File: src/mie_pkg.sv
`default_nettype none
// ----------------------------------------------------------------------------
// mie_pkg - shared constants for the modular inverse block
// Sequencer state codes used by the extended Euclid datapath.
// ----------------------------------------------------------------------------
package mie_pkg;

  // Sequencer state encoding
  localparam int unsigned StateW = 3;

  localparam logic [StateW-1:0] StIdle   = 3'd0;  // waiting for an item
  localparam logic [StateW-1:0] StCheck  = 3'd1;  // test remainder for zero
  localparam logic [StateW-1:0] StDiv    = 3'd2;  // one quotient bit per cycle
  localparam logic [StateW-1:0] StUpdate = 3'd3;  // rotate remainders and coefficients
  localparam logic [StateW-1:0] StFinish = 3'd4;  // sign fixup, hand off result

endpackage
`default_nettype wire

File: src/modular_inverse_ext_euclid.sv
`default_nettype none
// ----------------------------------------------------------------------------
// modular_inverse_ext_euclid - modular inverse by extended Euclid
// Returns the first Bezout coefficient of (value, modulus), made nonnegative
// by adding the modulus once. A zero modulus yields 1.
// ----------------------------------------------------------------------------
// One item is processed at a time. Each Euclid round runs a zero check, then a
// radix-2 restoring divider over all WIDTH quotient bits, folding each quotient
// bit into the q*x product by shift-and-add in the same cycle, then an update of
// remainders and coefficients. After acceptance an item passes through the
// rounds, a final zero check and the sign fixup before the result is handed
// off, and the next item is accepted once the sequencer is back in idle. At
// WIDTH = 64 there are up to about 93 rounds. The single shared divide and
// multiply-accumulate step sets the length of each round. The input stalls
// while an item is in flight; the result sits in an output register so a new
// item can be accepted while it waits to be taken.
module modular_inverse_ext_euclid #(
  parameter int unsigned WIDTH = 64
) (
  input  wire logic             clk_i,
  input  wire logic             rst_ni,
  // input items
  input  wire logic             in_valid_i,
  output logic                  in_stall_o,
  input  wire logic [WIDTH-1:0] value_i,
  input  wire logic [WIDTH-1:0] modulus_i,
  // result items
  output logic                  out_valid_o,
  input  wire logic             out_stall_i,
  output logic      [WIDTH-1:0] inverse_o
);

  localparam int unsigned CntW = (WIDTH > 1) ? $clog2(WIDTH) : 1;
  localparam logic [CntW-1:0] CntLast = CntW'(WIDTH - 1);

  // Control registers
  logic [mie_pkg::StateW-1:0] state_q, state_d;
  logic [CntW-1:0]            cnt_q, cnt_d;
  logic                       out_valid_q, out_valid_d;

  // Datapath registers
  logic [WIDTH-1:0] mod_q, mod_d;
  logic [WIDTH-1:0] r_old_q, r_old_d;
  logic [WIDTH-1:0] r_q, r_d;
  logic [WIDTH-1:0] m_old_q, m_old_d;
  logic [WIDTH-1:0] m_cur_q, m_cur_d;
  logic             n_old_q, n_old_d;
  logic             n_cur_q, n_cur_d;
  logic [WIDTH-1:0] dvd_q, dvd_d;
  logic [WIDTH-1:0] rem_q, rem_d;
  logic [WIDTH-1:0] qm_q, qm_d;
  logic [WIDTH-1:0] inv_q, inv_d;

  // Divider step: shift in next dividend bit, trial subtract
  logic [WIDTH:0]   rem_sh;
  logic [WIDTH+1:0] trial;
  logic             qbit;
  logic [WIDTH-1:0] qm_step;

  assign rem_sh  = {rem_q, dvd_q[WIDTH-1]};
  assign trial   = {1'b0, rem_sh} - {2'b00, r_q};
  assign qbit    = ~trial[WIDTH+1];
  // Horner accumulation of q*m_cur, MSB-first quotient bits
  assign qm_step = {qm_q[WIDTH-2:0], 1'b0} + (qbit ? m_cur_q : '0);

  assign in_stall_o  = (state_q != mie_pkg::StIdle);
  assign out_valid_o = out_valid_q;
  assign inverse_o   = inv_q;

  // Sequencer and datapath next state
  always_comb begin
    state_d     = state_q;
    cnt_d       = cnt_q;
    out_valid_d = out_valid_q;
    mod_d       = mod_q;
    r_old_d     = r_old_q;
    r_d         = r_q;
    m_old_d     = m_old_q;
    m_cur_d     = m_cur_q;
    n_old_d     = n_old_q;
    n_cur_d     = n_cur_q;
    dvd_d       = dvd_q;
    rem_d       = rem_q;
    qm_d        = qm_q;
    inv_d       = inv_q;

    // result taken downstream
    if (out_valid_q && !out_stall_i) begin
      out_valid_d = 1'b0;
    end

    unique case (state_q)
      mie_pkg::StIdle: begin
        if (in_valid_i) begin
          mod_d   = modulus_i;
          r_old_d = value_i;
          r_d     = modulus_i;
          m_old_d = {{(WIDTH-1){1'b0}}, 1'b1};
          m_cur_d = '0;
          n_old_d = 1'b0;
          n_cur_d = 1'b0;
          state_d = mie_pkg::StCheck;
        end
      end
      mie_pkg::StCheck: begin
        if (r_q == '0) begin
          state_d = mie_pkg::StFinish;
        end else begin
          dvd_d   = r_old_q;
          rem_d   = '0;
          qm_d    = '0;
          cnt_d   = CntLast;
          state_d = mie_pkg::StDiv;
        end
      end
      mie_pkg::StDiv: begin
        rem_d = qbit ? trial[WIDTH-1:0] : rem_sh[WIDTH-1:0];
        dvd_d = {dvd_q[WIDTH-2:0], 1'b0};
        qm_d  = qm_step;
        cnt_d = cnt_q - 1'b1;
        if (cnt_q == '0) begin
          state_d = mie_pkg::StUpdate;
        end
      end
      mie_pkg::StUpdate: begin
        // signs alternate, so magnitudes add
        r_old_d = r_q;
        r_d     = rem_q;
        m_old_d = m_cur_q;
        n_old_d = n_cur_q;
        m_cur_d = m_old_q + qm_q;
        n_cur_d = (qm_q != '0) ? ~n_cur_q : n_old_q;
        state_d = mie_pkg::StCheck;
      end
      mie_pkg::StFinish: begin
        // wait until the output register is free
        if (!out_valid_q || !out_stall_i) begin
          inv_d       = (n_old_q && (m_old_q != '0)) ? (mod_q - m_old_q) : m_old_q;
          out_valid_d = 1'b1;
          state_d     = mie_pkg::StIdle;
        end
      end
      default: begin
        state_d = mie_pkg::StIdle;
      end
    endcase
  end

  // Control state
  always_ff @(posedge clk_i or negedge rst_ni) begin
    if (!rst_ni) begin
      state_q     <= mie_pkg::StIdle;
      cnt_q       <= '0;
      out_valid_q <= 1'b0;
    end else begin
      state_q     <= state_d;
      cnt_q       <= cnt_d;
      out_valid_q <= out_valid_d;
    end
  end

  // Payload registers
  always_ff @(posedge clk_i) begin
    mod_q   <= mod_d;
    r_old_q <= r_old_d;
    r_q     <= r_d;
    m_old_q <= m_old_d;
    m_cur_q <= m_cur_d;
    n_old_q <= n_old_d;
    n_cur_q <= n_cur_d;
    dvd_q   <= dvd_d;
    rem_q   <= rem_d;
    qm_q    <= qm_d;
    inv_q   <= inv_d;
  end

endmodule
`default_nettype wire
File: config.mk
export PLATFORM = sky130hd
export DESIGN_NAME = modular_inverse_ext_euclid
export DESIGN_NICKNAME = d
export VERILOG_FILES = /design/src/mie_pkg.sv /design/src/modular_inverse_ext_euclid.sv
export SDC_FILE = /design/constraint.sdc
export NUM_CORES = 1
export LEC_CHECK = 0
export BUFFER_PORTS_ARGS = -buffer_cell sky130_fd_sc_hd__buf_4
export CORE_MARGIN = 8
export CORE_UTILIZATION = 40
export CTS_CLUSTER_DIAMETER = 60
export DETAILED_ROUTE_END_ITERATION = 6
export PLACE_DENSITY = 0.62
export SETUP_SLACK_MARGIN = 0.1
export SLEW_MARGIN = 5
export SYNTH_ARGS = -nofsm -noshare
export SYNTH_HDL_FRONTEND = slang
export SYNTH_SLANG_ARGS = --single-unit
export TNS_END_PERCENT = 5
File: constraint.sdc
create_clock -name clk_i -period 47.1 [get_ports clk_i]
set_input_delay 0 -clock clk_i [delete_from_list [all_inputs] [get_ports clk_i]]
set_output_delay 0 -clock clk_i [all_outputs]
set_load 0.05 [all_outputs]
==> insert_results.sql <==
INSERT INTO impl_metrics (metric_group, metric, value, unit) VALUES
('logic_synthesis', 'post_synth_main_area_contributors', 'sky130_fd_sc_hd__edfxtp_1 45%, sky130_fd_sc_hd__ha_1 8.3%, sky130_fd_sc_hd__nand2_1 7.8%, sky130_fd_sc_hd__a21oi_1 4.4%, sky130_fd_sc_hd__o21ai_0 3.7%', ''),
('drt', 'drt_first_iter_violations', '3365', ''),
('drt', 'route.vias.total', '32000', ''),
('die', 'full_die_area', '0.106', 'mm2'),
('logic_synthesis', 'synth_cell_type_count', '83', ''),
('drt', 'routed_wirelength', '124000', 'um'),
('place', 'dpl.hpwl', '90500', 'um'),
('timing', 'clock.fmax', '0.138', 'GHz'),
('timing', 'final_period_minus_worst_setup_slack', '7.26', 'ns'),
('clock_tree', 'clk_pin_slew', '0.06', 'ns'),
('place', 'io_buffer_count', '197', ''),
('setup_path', 'wp_buf_inv', '0', ''),
('clock_tree', 'htreeDepth', '3', ''),
('logic_synthesis', 'synth.ff_latch_count', '588', ''),
('logic_synthesis', 'mappedNetlistArea', '0.0382', 'mm2'),
('setup_path', 'cpLargestDelayFamily', 'compound AO/OA/AOI/OAI gates', ''),
('setup_path', 'worst_setup_path_start_kind', 'register', ''),
('die', 'fp.dieW', '325', 'um'),
('place', 'gpl.final_weighted_congestion', '0.939', ''),
('setup_path', 'max_stage_delay', '0.65', 'ns'),
('die', 'starting_utilization_of_the_core_area', '0.403', ''),
('timing', 'unrepaired_setup_endpoints_after_global_routing', 'false', ''),
('global_route', 'gr-total-overflow', '0', ''),
('job', 'maxCapViolations', '0', ''),
('finish', 'finalCoreUtilization', '0.470', ''),
('timing', 'fin_skew', '0.0226', 'ns'),
('setup_path', 'critical_path.slowest_cell', 'sky130_fd_sc_hd__or4_4', ''),
('setup_path', 'path_class', 'reg2reg', ''),
('logic_synthesis', 'syn_avg_cell_area', '9.29', 'um2'),
('setup_path', 'cp_common_cell', 'sky130_fd_sc_hd__a21oi_1', ''),
('global_route', 'first_global_vias', '30700', ''),
('clock_tree', 'insertion_delay', '0.64', 'ns'),
('timing', 'slew_viol_final', '0', ''),
('timing', 'final-hold-violation-count', '0', ''),
('logic_synthesis', 'number_of_enable_flip_flop_cells_after_synthesis', '578', ''),
('finish', 'post_synthesis_to_final_layout_area_growth', '16.7', '%'),
('logic_synthesis', 'synth-async-reset-ratio', '0.0170', ''),
('outcome', 'run_status', 'finished, final reports clean', ''),
('drt', 'drcViolationCount', '0', ''),
('timing', 'finalSetupTns', '0', 'ns'),
('clock_tree', 'inserted_clock_buffers', '74', ''),
('timing', 'layout_worst_path_cycle_share', '0.154', ''),
('drt', 'wl_per_cell', '21.9', 'um'),
('min_path', 'hold_path.class', 'in2reg', ''),
('drt', 'dr.pass1.iters', '5', ''),
('global_route', 'global_route.usage.total', '0.224', ''),
('logic_synthesis', 'yosys_most_used_dff', 'sky130_fd_sc_hd__edfxtp_1', ''),
('timing', 'max_slew.worst_pin.slew', '1.09', 'ns'),
('timing', 'post-route-worst-setup-slack', '39.84', 'ns'),
('global_route', 'grt_pass1_wl', '187000', 'um'),
('clock_tree', 'cts.root.buffer_cell', 'sky130_fd_sc_hd__clkbuf_16', ''),
('place', 'post_dp_cell_area', '0.0407', 'mm2'),
('die', 'top_level_ports', '198', ''),
('global_route', 'grt_max_degree', '159', ''),
('logic_synthesis', 'post-synth-top-area-cell', 'sky130_fd_sc_hd__edfxtp_1', ''),
('drt', 'antenna_left', '0', ''),
('timing', 'finalSetupViolations', '0', ''),
('die', 'core_area', '0.0949', 'mm2'),
('setup_path', 'cp_data_required_time', '47.47', 'ns'),
('finish', 'drive_gt1_frac', '0.0878', ''),
('die', 'die_y', '325', 'um'),
('clock_tree', 'cts.sinks', '588', ''),
('place', 'pre_cts_ws', '39.99', 'ns'),
('logic_synthesis', 'synth_sequential_area_ratio', '0.461', ''),
('logic_synthesis', 'yosys.area.top_type_share', '0.454', ''),
('timing', 'max-slew-margin-rel', '0.270', ''),
('setup_path', 'setup.reg_to_reg.worst_slack', '39.84', 'ns'),
('setup_path', 'crit_path_end_kind', 'register', ''),
('finish', 'total_number_of_nets_in_the_final_design', '4727', ''),
('setup_path', 'worst_ep_arrival_time', '7.63', 'ns'),
('global_route', 'number_of_antenna_violations_at_the_first_check_in_global_routing', '3', '');
## per-stage QoR
stage	instances	hold slack, ns
finish	5662	0.118
floorplan	4114	-0.296
detailed placement	5394	-0.162
global route	5660	0.102
CTS	5660	0.0820
global placement	5394	-0.159
## cells in the mapped netlist, types with 5 or more instances
cell	instances
sky130_fd_sc_hd__o31a_1	9
sky130_fd_sc_hd__buf_1	8
sky130_fd_sc_hd__ha_1	254
sky130_fd_sc_hd__a21oi_1	333
sky130_fd_sc_hd__inv_1	193
sky130_fd_sc_hd__o21ai_1	7
sky130_fd_sc_hd__dfrtp_1	10
sky130_fd_sc_hd__xnor2_1	123
sky130_fd_sc_hd__nor2_1	263
sky130_fd_sc_hd__nor3b_1	5
sky130_fd_sc_hd__and3_1	87
sky130_fd_sc_hd__a31o_2	6
sky130_fd_sc_hd__a211o_1	10
sky130_fd_sc_hd__o21a_1	30
sky130_fd_sc_hd__and2_1	83
sky130_fd_sc_hd__nand4_1	77
sky130_fd_sc_hd__nand2b_1	22
sky130_fd_sc_hd__or3_1	11
sky130_fd_sc_hd__a211oi_1	32
sky130_fd_sc_hd__o211ai_1	8
sky130_fd_sc_hd__o31ai_1	18
sky130_fd_sc_hd__a21boi_0	7
sky130_fd_sc_hd__o21ai_0	285
sky130_fd_sc_hd__a21o_1	167
sky130_fd_sc_hd__buf_2	15
sky130_fd_sc_hd__nand2_1	795
sky130_fd_sc_hd__nor4_1	58
sky130_fd_sc_hd__and4_1	7
sky130_fd_sc_hd__nor2b_1	34
sky130_fd_sc_hd__nor3_1	45
sky130_fd_sc_hd__or2_2	6
sky130_fd_sc_hd__xor2_1	107
sky130_fd_sc_hd__a221oi_1	13
sky130_fd_sc_hd__a31oi_1	42
sky130_fd_sc_hd__o21bai_1	52
sky130_fd_sc_hd__clkbuf_1	177
sky130_fd_sc_hd__a41oi_1	7
sky130_fd_sc_hd__nand3_1	45
sky130_fd_sc_hd__o41ai_1	7
sky130_fd_sc_hd__edfxtp_1	578
## metal layers
metal	GRT usage	part of all wire	vias up
met5	0	0.00011	-
met4	0.0640	0.029	2
met3	0.0519	0.080	183
met2	0.339	0.43	1198
met1	0.319	0.46	15300
li1	-	-	15300
## cell usage in the layout (no fill, tap or decap), drive strengths merged, types with 9 or more instances in the layout
| cell | n |
|---|---|
| nand2 | 795 |
| dlygate4sd3 | 132 |
| or3 | 11 |
| bufinv | 9 |
| a21oi | 333 |
| nor2b | 34 |
| nor4 | 58 |
| nor3 | 46 |
| clkbuf | 83 |
| and3 | 87 |
| clkinv | 26 |
| nand4 | 77 |
| dfrtp | 10 |
| and2 | 83 |
| a211oi | 32 |
| a31oi | 43 |
| o31ai | 18 |
| o21ai | 292 |
| inv | 206 |
| nand2b | 22 |
| o31a | 11 |
| a221oi | 17 |
| xor2 | 107 |
| edfxtp | 578 |
| ha | 254 |
| o21a | 30 |
| a211o | 10 |
| nor2 | 263 |
| a21o | 167 |
| buf | 220 |
| o21bai | 54 |
| xnor2 | 123 |
| nand3 | 45 |
## worst register-to-register path, cell delays in order (launching register included)
cell and delay [ns]:
sky130_fd_sc_hd__edfxtp_1 0.42, sky130_fd_sc_hd__ha_1 0.36, sky130_fd_sc_hd__o21ai_1 0.14, sky130_fd_sc_hd__a21oi_1 0.09, sky130_fd_sc_hd__o311ai_0 0.49, sky130_fd_sc_hd__a31oi_1 0.37
sky130_fd_sc_hd__and4bb_2 0.45, sky130_fd_sc_hd__o31a_2 0.18, sky130_fd_sc_hd__a21oi_1 0.07, sky130_fd_sc_hd__or4_4 0.65, sky130_fd_sc_hd__and2_1 0.33, sky130_fd_sc_hd__ha_1 0.21
sky130_fd_sc_hd__fa_1 0.43, sky130_fd_sc_hd__a211oi_1 0.34, sky130_fd_sc_hd__o21ai_0 0.19, sky130_fd_sc_hd__a21o_1 0.23, sky130_fd_sc_hd__o211ai_1 0.21, sky130_fd_sc_hd__a21oi_1 0.12
sky130_fd_sc_hd__o21ai_0 0.52, sky130_fd_sc_hd__o31ai_1 0.20, sky130_fd_sc_hd__a21oi_1 0.25, sky130_fd_sc_hd__o31ai_1 0.17, sky130_fd_sc_hd__a221oi_1 0.33, sky130_fd_sc_hd__xor2_1 0.17
sky130_fd_sc_hd__nor2_1 0.06
## worst paths after layout
kind	start	to	depth (start not counted)
max	rem_q[1]	qm_q[61]	24
min reg2reg	cnt_q[5]	cnt_q[5]	1
min in group asynchronous	rst_ni	out_valid_o	3
min	modulus_i[53]	mod_q[53]	2
max reg2reg	rem_q[1]	qm_q[61]	24
max in group asynchronous	rst_ni	state_q[1]	3
## area by class of cell
| class | count | area, um2 |
|---|---|---|
| multi-input combinational | 3127 | 19100 |
| sequential | 588 | 17600 |
| clock inverter | 51 | 592 |
| tap | 1265 | 1580 |
| clock buffer | 83 | 1940 |
| timing repair buffer | 352 | 3000 |
| fill | 8967 | 50300 |
| inverter | 194 | 728 |
| antenna | 2 | 5.00 |
## timing repair
| item | in CTS | in global routing |
|---|---|---|
| resized for setup | 0 | 0 |
| endpoints found under the hold margin | 205 | 0 |
| buffers inserted | 0 | 0 |
| setup endpoints to repair | 0 | 0 |
| hold buffers | 132 | 0 |
## cell families after synthesis
kind of cell / share of synthesized area
AND/OR/NAND/NOR: 0.183
flip-flops: 0.461
multiplexers: 0.000524
adder cells (fa/ha/maj): 0.0853
XOR/XNOR: 0.0527
buffers and inverters: 0.0402
AO/OA/AOI/OAI: 0.178
Power is left out: the tool's default activity adds up to more than one toggle a clock period on the data nets, which glitch-free logic cannot reach.
